## src/i2cmfs_pkg.sv

```systemverilog
package i2cmfs_pkg;

    localparam int QUEUE_DEPTH_DEF = 32;

    localparam logic [7:0] ST_START    = 8'h08;
    localparam logic [7:0] ST_RESTART  = 8'h10;
    localparam logic [7:0] ST_ADDR_ACK = 8'h18;
    localparam logic [7:0] ST_DATA_ACK = 8'h28;

    localparam int HEADER_BYTES = 2;

    typedef enum logic [2:0] {
        ACT_NONE    = 3'd0,
        ACT_WRITE   = 3'd1,
        ACT_STOP    = 3'd2,
        ACT_RESTART = 3'd3,
        ACT_START   = 3'd4
    } action_t;

    typedef enum logic [2:0] {
        CMD_PUSH,
        CMD_START,
        CMD_ADDR_ACK,
        CMD_DATA_ACK,
        CMD_ERROR
    } cmd_kind_t;

    typedef struct packed {
        cmd_kind_t  kind;
        logic [7:0] data;
    } cmd_t;

    typedef enum logic {
        BK_FETCH,
        BK_EXEC
    } back_state_t;

endpackage

```

## src/i2cmfs_if.sv

```systemverilog
interface i2cmfs_req_if;
    logic       valid;
    logic       ready;
    logic       kind;
    logic [7:0] push_byte;
    logic [7:0] bus_status;

    modport source (output valid, kind, push_byte, bus_status, input ready);
    modport sink (input valid, kind, push_byte, bus_status, output ready);
endinterface

interface i2cmfs_res_if;
    logic       valid;
    logic       ready;
    logic [2:0] bus_action;
    logic [7:0] write_byte;
    logic       finished;
    logic [5:0] queue_fill;
    logic       push_dropped;
    logic       pop_underflow;

    modport source (output valid, bus_action, write_byte, finished, queue_fill,
                    push_dropped, pop_underflow, input ready);
    modport sink (input valid, bus_action, write_byte, finished, queue_fill,
                  push_dropped, pop_underflow, output ready);
endinterface

```

## src/i2cmfs_front.sv

```systemverilog
module i2cmfs_front
    import i2cmfs_pkg::*;
(
    input  logic       clk,
    input  logic       rst_n,
    i2cmfs_req_if.sink req,
    output cmd_t       cmd,
    output logic       cmd_valid,
    input  logic       cmd_ready
);

    cmd_t       q_reg [2];
    logic       wr_ptr_reg;
    logic       wr_ptr_next;
    logic       rd_ptr_reg;
    logic       rd_ptr_next;
    logic [1:0] cnt_reg;
    logic [1:0] cnt_next;
    logic       push;
    logic       pop;
    cmd_t       cls;

    always_comb
    begin
        cls.data = req.push_byte;
        if (!req.kind)
        begin
            cls.kind = CMD_PUSH;
        end
        else
        begin
            case (req.bus_status)
                ST_START, ST_RESTART: cls.kind = CMD_START;
                ST_ADDR_ACK:          cls.kind = CMD_ADDR_ACK;
                ST_DATA_ACK:          cls.kind = CMD_DATA_ACK;
                default:              cls.kind = CMD_ERROR;
            endcase
        end
    end

    assign req.ready = (cnt_reg != 2'd2);
    assign push      = req.valid && req.ready;
    assign cmd_valid = (cnt_reg != 2'd0);
    assign cmd       = q_reg[rd_ptr_reg];
    assign pop       = cmd_valid && cmd_ready;

    always_comb
    begin
        wr_ptr_next = push ? ~wr_ptr_reg : wr_ptr_reg;
        rd_ptr_next = pop ? ~rd_ptr_reg : rd_ptr_reg;
        cnt_next    = cnt_reg + {1'b0, push} - {1'b0, pop};
    end

    always_ff @(posedge clk or negedge rst_n)
    begin
        if (!rst_n)
        begin
            wr_ptr_reg <= 1'b0;
            rd_ptr_reg <= 1'b0;
            cnt_reg    <= 2'd0;
        end
        else
        begin
            wr_ptr_reg <= wr_ptr_next;
            rd_ptr_reg <= rd_ptr_next;
            cnt_reg    <= cnt_next;
        end
    end

    always_ff @(posedge clk)
    begin
        if (push)
        begin
            q_reg[wr_ptr_reg] <= cls;
        end
    end

endmodule

```

## src/i2cmfs_back.sv

```systemverilog
module i2cmfs_back
    import i2cmfs_pkg::*;
#(
    parameter int QUEUE_DEPTH = QUEUE_DEPTH_DEF
)
(
    input  logic         clk,
    input  logic         rst_n,
    input  cmd_t         cmd,
    input  logic         cmd_valid,
    output logic         cmd_ready,
    i2cmfs_res_if.source res
);

    localparam int AW = $clog2(QUEUE_DEPTH);
    localparam int CW = $clog2(QUEUE_DEPTH + 1);

    logic [7:0]    mem [QUEUE_DEPTH];

    back_state_t   state_reg;
    back_state_t   state_next;
    cmd_t          cur_reg;
    logic [7:0]    rd0_reg;
    logic [7:0]    rd1_reg;

    logic [AW-1:0] head_reg;
    logic [AW-1:0] head_next;
    logic [AW-1:0] tail_reg;
    logic [AW-1:0] tail_next;
    logic [CW-1:0] count_reg;
    logic [CW-1:0] count_next;
    logic [7:0]    len_reg;
    logic [7:0]    len_next;
    logic [7:0]    sent_reg;
    logic [7:0]    sent_next;
    logic          done_reg;
    logic          done_next;

    logic          out_valid_reg;
    logic          out_valid_next;
    logic [2:0]    action_reg;
    logic [7:0]    wbyte_reg;
    logic          finished_reg;
    logic [5:0]    fill_reg;
    logic          dropped_reg;
    logic          underflow_reg;

    logic [AW-1:0] head_p1;
    logic [AW-1:0] head_p2;
    logic [AW-1:0] tail_p1;
    logic          fetch;
    logic          fire;
    logic          mem_we;
    action_t       act;
    logic [7:0]    wbyte;
    logic          dropped;
    logic          underflow;

    assign head_p1 = (head_reg == AW'(QUEUE_DEPTH - 1)) ? '0 : head_reg + 1'b1;
    assign head_p2 = (head_p1 == AW'(QUEUE_DEPTH - 1)) ? '0 : head_p1 + 1'b1;
    assign tail_p1 = (tail_reg == AW'(QUEUE_DEPTH - 1)) ? '0 : tail_reg + 1'b1;

    assign cmd_ready = (state_reg == BK_FETCH);
    assign fetch     = cmd_valid && cmd_ready;
    assign fire      = (state_reg == BK_EXEC) && (!out_valid_reg || res.ready);

    always_comb
    begin
        state_next = state_reg;
        case (state_reg)
            BK_FETCH: if (cmd_valid) state_next = BK_EXEC;
            BK_EXEC:  if (fire) state_next = BK_FETCH;
            default:  state_next = BK_FETCH;
        endcase
    end

    always_comb
    begin
        head_next  = head_reg;
        tail_next  = tail_reg;
        count_next = count_reg;
        len_next   = len_reg;
        sent_next  = sent_reg;
        done_next  = done_reg;
        act        = ACT_NONE;
        wbyte      = 8'd0;
        dropped    = 1'b0;
        underflow  = 1'b0;
        mem_we     = 1'b0;
        if (fire)
        begin
            case (cur_reg.kind)
                CMD_PUSH:
                begin
                    if (count_reg == CW'(QUEUE_DEPTH))
                    begin
                        dropped = 1'b1;
                    end
                    else
                    begin
                        mem_we     = 1'b1;
                        tail_next  = tail_p1;
                        count_next = count_reg + 1'b1;
                    end
                end
                CMD_START:
                begin
                    act       = ACT_WRITE;
                    done_next = 1'b0;
                    if (count_reg >= CW'(HEADER_BYTES))
                    begin
                        len_next   = rd0_reg;
                        wbyte      = rd1_reg;
                        head_next  = head_p2;
                        count_next = count_reg - CW'(HEADER_BYTES);
                    end
                    else if (count_reg != '0)
                    begin
                        len_next   = rd0_reg;
                        underflow  = 1'b1;
                        head_next  = head_p1;
                        count_next = '0;
                    end
                    else
                    begin
                        len_next  = 8'd0;
                        underflow = 1'b1;
                    end
                end
                CMD_ADDR_ACK:
                begin
                    act       = ACT_WRITE;
                    sent_next = 8'd1;
                    if (count_reg != '0)
                    begin
                        wbyte      = rd0_reg;
                        head_next  = head_p1;
                        count_next = count_reg - 1'b1;
                    end
                    else
                    begin
                        underflow = 1'b1;
                    end
                end
                CMD_DATA_ACK:
                begin
                    if (sent_reg < len_reg)
                    begin
                        act       = ACT_WRITE;
                        sent_next = sent_reg + 8'd1;
                        if (count_reg != '0)
                        begin
                            wbyte      = rd0_reg;
                            head_next  = head_p1;
                            count_next = count_reg - 1'b1;
                        end
                        else
                        begin
                            underflow = 1'b1;
                        end
                    end
                    else if (count_reg != '0 &&
                             ({2'b00, rd0_reg} + 10'(HEADER_BYTES)) <= 10'(count_reg))
                    begin
                        act = ACT_RESTART;
                    end
                    else
                    begin
                        act       = ACT_STOP;
                        done_next = 1'b1;
                    end
                end
                CMD_ERROR: act = ACT_START;
                default:   act = ACT_NONE;
            endcase
        end
    end

    always_comb
    begin
        if (fire)
        begin
            out_valid_next = 1'b1;
        end
        else if (res.ready)
        begin
            out_valid_next = 1'b0;
        end
        else
        begin
            out_valid_next = out_valid_reg;
        end
    end

    always_ff @(posedge clk or negedge rst_n)
    begin
        if (!rst_n)
        begin
            state_reg     <= BK_FETCH;
            head_reg      <= '0;
            tail_reg      <= '0;
            count_reg     <= '0;
            len_reg       <= 8'd0;
            sent_reg      <= 8'd0;
            done_reg      <= 1'b1;
            out_valid_reg <= 1'b0;
        end
        else
        begin
            state_reg     <= state_next;
            head_reg      <= head_next;
            tail_reg      <= tail_next;
            count_reg     <= count_next;
            len_reg       <= len_next;
            sent_reg      <= sent_next;
            done_reg      <= done_next;
            out_valid_reg <= out_valid_next;
        end
    end

    // byte store: one write port, two registered read ports
    always_ff @(posedge clk)
    begin
        if (mem_we)
        begin
            mem[tail_reg] <= cur_reg.data;
        end
        if (fetch)
        begin
            rd0_reg <= mem[head_reg];
            rd1_reg <= mem[head_p1];
        end
    end

    always_ff @(posedge clk)
    begin
        if (fetch)
        begin
            cur_reg <= cmd;
        end
        if (fire)
        begin
            action_reg    <= act;
            wbyte_reg     <= wbyte;
            finished_reg  <= done_next;
            fill_reg      <= 6'(count_next);
            dropped_reg   <= dropped;
            underflow_reg <= underflow;
        end
    end

    assign res.valid         = out_valid_reg;
    assign res.bus_action    = action_reg;
    assign res.write_byte    = wbyte_reg;
    assign res.finished      = finished_reg;
    assign res.queue_fill    = fill_reg;
    assign res.push_dropped  = dropped_reg;
    assign res.pop_underflow = underflow_reg;

endmodule

```

## src/i2c_master_frame_sequencer_core.sv

```systemverilog
// channel  dir  payload                                             transfer when
// req      in   kind, push_byte, bus_status                         req.valid && req.ready
// res      out  bus_action, write_byte, finished, queue_fill,       res.valid && res.ready
//               push_dropped, pop_underflow
// The back end alternates fetch and execute around the registered byte-store read and
// takes no new command while executing one; results leave through a result register.
// Reset clears pointers, counters and flags at once; no clearing pass over the byte store.
// A 2-entry command queue and a result register let each side stall on its own.
module i2c_master_frame_sequencer_core
    import i2cmfs_pkg::*;
#(
    parameter int QUEUE_DEPTH = QUEUE_DEPTH_DEF
)
(
    input  logic         clk,
    input  logic         rst_n,
    i2cmfs_req_if.sink   req,
    i2cmfs_res_if.source res
);

    localparam logic [5:0] FULL_FILL = 6'(QUEUE_DEPTH);

    cmd_t cmd;
    logic cmd_valid;
    logic cmd_ready;

    i2cmfs_front u_front (
        .clk       (clk),
        .rst_n     (rst_n),
        .req       (req),
        .cmd       (cmd),
        .cmd_valid (cmd_valid),
        .cmd_ready (cmd_ready)
    );

    i2cmfs_back #(
        .QUEUE_DEPTH (QUEUE_DEPTH)
    ) u_back (
        .clk       (clk),
        .rst_n     (rst_n),
        .cmd       (cmd),
        .cmd_valid (cmd_valid),
        .cmd_ready (cmd_ready),
        .res       (res)
    );

`ifndef NO_ASSERTIONS
    a_write_byte_zero: assert property (@(posedge clk) disable iff (!rst_n)
        res.valid && res.bus_action != ACT_WRITE |-> res.write_byte == 8'd0)
        else $error("write_byte set without write action");

    a_stop_finished: assert property (@(posedge clk) disable iff (!rst_n)
        res.valid && res.bus_action == ACT_STOP |-> res.finished)
        else $error("stop without finished flag");

    a_drop_full: assert property (@(posedge clk) disable iff (!rst_n)
        res.valid && res.push_dropped |->
            res.bus_action == ACT_NONE && res.queue_fill == FULL_FILL)
        else $error("dropped push while queue not full");

    a_underflow_empty: assert property (@(posedge clk) disable iff (!rst_n)
        res.valid && res.pop_underflow |->
            res.queue_fill == 6'd0 && res.bus_action == ACT_WRITE)
        else $error("underflow with bytes left");
`endif

endmodule

```

## src/flat_wrapper.sv

```systemverilog
// flat-port wrapper written by rule: the top's interface ports become plain ports
module i2c_master_frame_sequencer_core_flat import i2cmfs_pkg::*;
#(
    parameter int QUEUE_DEPTH = QUEUE_DEPTH_DEF
)
  (clk, rst_n, req_valid, req_kind, req_push_byte, req_bus_status, req_ready, res_valid, res_bus_action, res_write_byte, res_finished, res_queue_fill, res_push_dropped, res_pop_underflow, res_ready);
  i2cmfs_req_if req_i ();
  i2cmfs_res_if res_i ();
  input  logic clk;
  input  logic rst_n;
  input wire logic [$bits(req_i.valid)-1:0] req_valid;
  input wire logic [$bits(req_i.kind)-1:0] req_kind;
  input wire logic [$bits(req_i.push_byte)-1:0] req_push_byte;
  input wire logic [$bits(req_i.bus_status)-1:0] req_bus_status;
  output wire logic [$bits(req_i.ready)-1:0] req_ready;
  output wire logic [$bits(res_i.valid)-1:0] res_valid;
  output wire logic [$bits(res_i.bus_action)-1:0] res_bus_action;
  output wire logic [$bits(res_i.write_byte)-1:0] res_write_byte;
  output wire logic [$bits(res_i.finished)-1:0] res_finished;
  output wire logic [$bits(res_i.queue_fill)-1:0] res_queue_fill;
  output wire logic [$bits(res_i.push_dropped)-1:0] res_push_dropped;
  output wire logic [$bits(res_i.pop_underflow)-1:0] res_pop_underflow;
  input wire logic [$bits(res_i.ready)-1:0] res_ready;
  assign req_i.valid = req_valid;
  assign req_i.kind = req_kind;
  assign req_i.push_byte = req_push_byte;
  assign req_i.bus_status = req_bus_status;
  assign req_ready = req_i.ready;
  assign res_valid = res_i.valid;
  assign res_bus_action = res_i.bus_action;
  assign res_write_byte = res_i.write_byte;
  assign res_finished = res_i.finished;
  assign res_queue_fill = res_i.queue_fill;
  assign res_push_dropped = res_i.push_dropped;
  assign res_pop_underflow = res_i.pop_underflow;
  assign res_i.ready = res_ready;
  i2c_master_frame_sequencer_core #(.QUEUE_DEPTH(QUEUE_DEPTH)) u_core (.clk(clk), .rst_n(rst_n), .req(req_i), .res(res_i));
endmodule
```

## config.mk

```make
export PLATFORM = sky130hd
export DESIGN_NAME = i2c_master_frame_sequencer_core_flat
export DESIGN_NICKNAME = d
export VERILOG_FILES = /design/src/i2cmfs_pkg.sv /design/src/i2cmfs_if.sv /design/src/i2cmfs_front.sv /design/src/i2cmfs_back.sv /design/src/i2c_master_frame_sequencer_core.sv /design/src/flat_wrapper.sv
export SDC_FILE = /design/constraint.sdc
export NUM_CORES = 1
export LEC_CHECK = 0
export ABC_AREA = 1
export BUFFER_PORTS_ARGS = -buffer_cell sky130_fd_sc_hd__buf_2
export CAP_MARGIN = 20
export CELL_PAD_IN_SITES_DETAIL_PLACEMENT = 0
export CELL_PAD_IN_SITES_GLOBAL_PLACEMENT = 1
export CORE_MARGIN = 3
export CORE_UTILIZATION = 50
export CTS_BUF_LIST = sky130_fd_sc_hd__clkbuf_8
export DETAILED_ROUTE_END_ITERATION = 8
export GPL_TIMING_DRIVEN = 0
export PLACE_DENSITY = 0.76
export SETUP_SLACK_MARGIN = 0.4
export SYNTH_ARGS = -nofsm -noshare
export SYNTH_HDL_FRONTEND = slang
export SYNTH_SLANG_ARGS = --single-unit
```

## constraint.sdc

```tcl
create_clock -name clk -period 3.97 [get_ports clk]
set_input_delay 0.5955 -clock clk [delete_from_list [all_inputs] [get_ports clk]]
set_output_delay 0.5955 -clock clk [all_outputs]
set_load 0.01 [all_outputs]
```

After elaboration in Yosys (flattened, before gate mapping) --
Memory sizes are Yosys's and may differ from the RTL's. A register that Yosys moved wholly into a read port is not among the register bits. Cells that the tools add are included.
Storage, ports and cells: bits in registers 59, RAM bits 278, output and inout port bits 22, logic and storage cells 115, memories kept 2
Operators by class: add/sub/neg operators 10, magnitude comparators 3, equality and inequality tests 14, mux-type cells 47, bitwise gates (word level) 4, reduce and logical (&&, ||, !) cells 18
Memories:
- u_core.u_back.mem | depth 32, bits a word 8, read ports 2, clocked after memory_dff 2, wr ports 1, line i2cmfs_back.sv:18 | logic [7:0] mem [QUEUE_DEPTH];
- u_core.u_front.q_reg | depth 2, bits a word 11, read ports 1, clocked after memory_dff 1, wr ports 1, line i2cmfs_front.sv:12 | cmd_t q_reg [2];
Operator list (count):
- $mux 8 | 5
- $mux 6 | 6
- $mux 5 | 6
- $pmux 6 s4 | 1
- $pmux 8 s3 | 1
- $mux 1 | 19
- $pmux 3 s3 | 2
- $eq 8x5->1 const B | 2
- $pmux 8 s2 | 1
- $add 5x1->5 const B | 3
- $eq 5x5->1 const B | 3
- $pmux 5 s3 | 1
- $add 8x2->9 const B | 1
- $le 9x6->1 | 1
- $reduce_and 3->1 | 3
- $add 8x1->8 const B | 1
- $eq 8x4->1 const B | 1
- $eq 8x6->1 const B | 1
- $lt 8x8->1 | 1
- $add 6x1->6 const B | 1
- $eq 3x2->1 const B | 2
- $eq 6x6->1 const B | 1
- $ge 6x2->1 const B | 1
- $reduce_bool 2->1 | 3
- other kinds (20) | 29

Longest topological paths before layout --
word-level depth 7, gate-level depth with buffers 17, gate-level depth less buffers 14

Cells and area by module --
A second synthesis with hierarchy kept.
Second synthesis, totals: cell total of the unflattened synthesis 1929, area total of the unflattened synthesis 18387.6 um2
Modules (own cells, without submodules):
- i2cmfs_back | instances 1, cells each 1817, area each 17240.3 um2, sequential area each 9975.8 um2
- i2cmfs_front | instances 1, cells each 112, area each 1147.4 um2, sequential area each 760.7 um2

Worst setup path before layout --
Ideal clock, no wire load.
kind flip-flop to flip-flop, from register u_core.u_front.cnt_reg[0], to register u_core.u_front.cnt_reg[1], setup time 79 ps, arrival 2774 ps, data required time 3891 ps, slack 1117 ps, stages on the path, launching flop included 8, cell sequence dfrtp_1 > inv_1 > a21oi_1 > ha_1 > inv_1 > ha_1 > xnor2_1 > xor2_1
Between the ends: elaborated cells on any way between the ends 6
RTL lines:
- start, declared | line i2cmfs_front.sv:17 | logic [1:0] cnt_reg;
- start signal, assigned | line i2cmfs_front.sv:66 | cnt_reg <= cnt_next;
- $reduce_bool 2->1 | line i2cmfs_front.sv:43 | assign cmd_valid = (cnt_reg != 2'd0);
- $logic_and 1x1->1
- net u_core.u_back.fetch | line i2cmfs_back.sv:51 | logic fetch;
- $sub 2x1->2 | line i2cmfs_front.sv:51 | cnt_next = cnt_reg + {1'b0, push} - {1'b0, pop};
- net u_core.u_front.cnt_next[1] | line i2cmfs_front.sv:18 | logic [1:0] cnt_next;
The timed path passes the listed nets, and every way through them passes these cells. A chain may end at the register's enable or synchronous reset.

Worst setup path after layout --
from register u_core.u_back.count_reg[0], to memory u_core.u_back.mem[4][7], enable pin
Between the ends: word-level cells in the longest chain between the ends 6
Ends and longest elaborated chain:
- start, declared | line i2cmfs_back.sv:30 | logic [CW-1:0] count_reg;
- start signal, assigned | line i2cmfs_back.sv:213 | count_reg <= count_next;
- $eq 6x6->1 | line i2cmfs_back.sv:95 | if (count_reg == CW'(QUEUE_DEPTH))
- $mux 1 | line i2cmfs_back.sv:95
- $mux 1 | line i2cmfs_back.sv:92 | case (cur_reg.kind)
- $mux 1 | line i2cmfs_back.sv:90 | if (fire)
- $mux 1 | line i2cmfs_back.sv:224 | if (mem_we)
- $mux 1 (not written as such) | line i2cmfs_back.sv:226 | mem[tail_reg] <= cur_reg.data;
- end, declared | line i2cmfs_back.sv:18
Every way passes these cells.

==> results by group <==
Outcome
  • Status: finished clean

STA
  • # setup viols final: 0
  • Hold slack: 0.147 ns
  • Minimum clock period: 3.55 ns
  • Clk_skew: 0.0507 ns
  • Hold Fails Final Rpt: 0
  • Max-slew violations: 0
  • RSZ-0062 raised after global routing: yes
  • Sum Neg Setup Slack: 0 ns
  • Slew @ Worst Pin: 1.01 ns
  • Slew margin rel.: 0.327
  • Fin crit share: 0.894
  • Fmax: 0.282 GHz

Clocking
  • Skew-Pair Late Insertion Delay: 0.68 ns
  • Bufs on Longest Clock Path: 3
  • CTS clk-pin slew, worst paths: 0.06 ns
  • Clk sinks: 364
  • CTS Buf Count: 61
  • Root Buffer Master: clkbuf_8
  • CTS tree: done
  • H-tree levels: 2

Worst setup path
  • Worst Path Arrival: 3.80 ns
  • Worst setup EP type: register
  • CP Launch Type: register
  • Crit-path max FO: 9
  • Reg2reg path depth: 9
  • Critical path class: reg -> reg
  • Required @ worst endpoint: 4.22 ns

Placed design
  • RePlAce Congestion: 0.984
  • DP Wirelength: 46900 um
  • Count of input and output buffers: 42

Power and ir drop
  • Sw frac: 0.463
  • Logic pwr share: 0.489
  • Clock share of power: 0.198
  • Power share of the sequential group: 0.313
  • Power Internal: 0.00985 W
  • P_leak: 7.86 nW
  • Power Density: 895 mW/mm2
  • Peak supply drop: 0.510 mV
  • P_sw: 0.00850 W

Floorplanning
  • Die Wd: 196 um
  • I/O pins: 43
  • Initial core utilization: 0.514
  • Die footprint: 0.0384 mm2
  • Cell row count: 68
  • Die H: 196 um
  • Core area: 0.0351 mm2

Route
  • Total routed wirelength: 64100 um
  • 1st-iter DRT viols: 2103
  • ANT nets after route: 0
  • First-pass iteration count of the detailed router: 5
  • Via count: 14900
  • Drt drc: 0
  • Post-DR wirelength/cell: 26.3 um
  • Vias per cell: 6.12

Synthesis
  • Cells after Synth: 1815
  • Post-synth ARST share: 0.107
  • Mean Syn Cell Area: 9.93 um2
  • Seq cells post-synth: 364
  • Synth Cell Area: 0.0180 mm2
  • Yosys Warn Count: 0
  • Register area share after synthesis: 0.596
  • Distinct cell type count after synthesis: 37
  • EDFF count, synth: 325
  • Main flop type after synthesis: edfxtp_1
  • Mapped Nets: 1869

Global route
  • Vias in the first global route: 13700
  • Pin count of the biggest net entering global routing: 31
  • Total GRT Usage: 0.331
  • Total overflow reported by the global router: 0
  • First-pass GRT wire length: 92200 um
  • Initial antenna violation count: 1

Cells and area
  • Share of layout cells above drive strength 1: 0.122
  • Max FFs per register: 256
  • Ant diodes: 0
  • P&R area growth vs syn: 13.8%
  • Fillers: 3057
  • Layout Nets: 1987

Job
  • Max Cap Violations: 0

Min path
  • Hold depth: 1
  • Worst Hold Class: in -> reg
-- cell families after synthesis --
kind of cell | share of synthesized area
AO/OA/AOI/OAI | 0.151
adder cells (fa/ha/maj) | 0.0229
multiplexers | 0.0183
XOR/XNOR | 0.0102
flip-flops | 0.596
AND/OR/NAND/NOR | 0.148
buffers and inverters | 0.0542
-- power groups by stage --
| stage | clock network (W) | logic (W) | registers (W) |
|---|---|---|---|
| 2_1_floorplan | 0 | 0.00488 | 0.00574 |
| 3_3_place_gp | 0 | 0.00798 | 0.00606 |
| 3_5_place_dp | 0 | 0.00858 | 0.00581 |
| 4_1_cts | 0.00367 | 0.00861 | 0.00574 |
| 5_1_grt | 0.00385 | 0.00952 | 0.00580 |
| 6_report | 0.00364 | 0.00897 | 0.00574 |
-- stage by stage --
| step | area (um2) | util | power [W] | std cells | worst slack, ns |
|---|---|---|---|---|---|
| floorplan | 18000 | - | 0.0106 | 1815 | 1.12 |
| global placement | 18800 | 0.537 | 0.0140 | 2312 | 0.178 |
| detailed placement | 19100 | 0.545 | 0.0144 | 2324 | 0.148 |
| CTS | 20500 | 0.584 | 0.0180 | 2440 | 0.366 |
| global route | 20500 | 0.585 | 0.0192 | 2440 | 0.309 |
| finish | 20500 | 0.585 | 0.0183 | 2440 | 0.422 |
-- placed cells by master, fill, tap and decap left out, drive strengths merged, types with 12 or more instances in the layout --
cell type / Yosys / layout
o21ai: 267 / 267
nor3: 14 / 14
o22ai: 44 / 44
mux2i: 33 / 33
ha: 33 / 33
nand3: 81 / 81
clkbuf: 50 / 131
nand2: 275 / 275
xor2: 18 / 18
o211ai: 92 / 92
inv: 119 / 139
nor2: 280 / 280
a21oi: 74 / 74
buf: 53 / 103
clkinv: 2 / 12
edfxtp: 325 / 325
dfrtp: 38 / 38
-- layout make-up --
type	count	area, um2	area share
well taps	455	569	0.0278
clock buffers	77	1060	0.0517
flip-flops and latches	364	10700	0.523
repair buffers	55	493	0.0240
inverters	121	454	0.0221
multi-input cells	1227	6360	0.310
clock inverters	38	293	0.0143
plain buffers	103	546	0.0266
-- per-layer routing --
metal / track usage / up-vias / share of wire
met5: 0.0128 / - / 0.0010
met4: 0.124 / 2 / 0.038
li1: - / 6660 / -
met3: 0.0960 / 138 / 0.13
met1: 0.486 / 7202 / 0.42
met2: 0.466 / 920 / 0.41
-- cells in the mapped netlist (3+ instances only) --
cell / instances / area [um2]
xor2_1: 18 / 158
o21ai_1: 40 / 200
a31oi_1: 3 / 18.8
o21ai_0: 227 / 1140
inv_1: 113 / 424
o22ai_1: 44 / 275
edfxtp_1: 325 / 9760
a21oi_1: 74 / 370
clkbuf_1: 49 / 184
nand4_1: 4 / 25.0
buf_1: 4 / 15.0
nand3_1: 81 / 405
nor2_1: 272 / 1020
ha_1: 33 / 413
buf_6: 5 / 56.3
o211ai_1: 92 / 691
nor3_1: 14 / 70.1
buf_4: 17 / 128
mux2i_1: 33 / 330
nand2_1: 271 / 1020
dfrtp_1: 38 / 951
inv_2: 6 / 22.5
buf_2: 27 / 135
nor2_4: 5 / 56.3
nand2_2: 4 / 25.0
xnor2_1: 3 / 26.3
-- timing repair --
action / 4_1_cts / 5_1_grt
pin swaps: 0 / 0
endpoints found under the hold margin: 9 / 0
cloned: 0 / 0
endpoints found under the setup margin: 11 / 81
hold buffers: 1 / 0
resized for setup: 2 / 35
buffers inserted: 0 / 0
-- final timing paths --
check	slack, ns	endpoint	from
max	0.42	u_core.u_back.mem[4][7]$_DFFE_PP_	u_core.u_back.count_reg[0]$_DFF_PN0_
min	0.15	u_core.u_front.q_reg[0][2]$_DFFE_PP_	req_push_byte[2]
max reg2reg	0.42	u_core.u_back.mem[4][7]$_DFFE_PP_	u_core.u_back.count_reg[0]$_DFF_PN0_
min reg2reg	0.49	u_core.u_back.res.valid$_DFFE_PN0P_	u_core.u_back.res.valid$_DFFE_PN0P_
max in group asynchronous	2.90	u_core.u_back.done_reg$_DFF_PN1_	rst_n
min in group asynchronous	0.42	u_core.u_back.tail_reg[0]$_DFFE_PN0P_	rst_n
-- worst max-delay path: stages (launching register included) --
cell and delay [ns]:
dfrtp_1 0.56, inv_1 0.18, ha_1 0.26, nand2_1 0.15
inv_1 0.07, nand3_1 0.12, nand2_1 0.19, nor2_2 0.35
nand2_1 0.42, nor2_1 0.87
(Power assumes the default switching activity.)
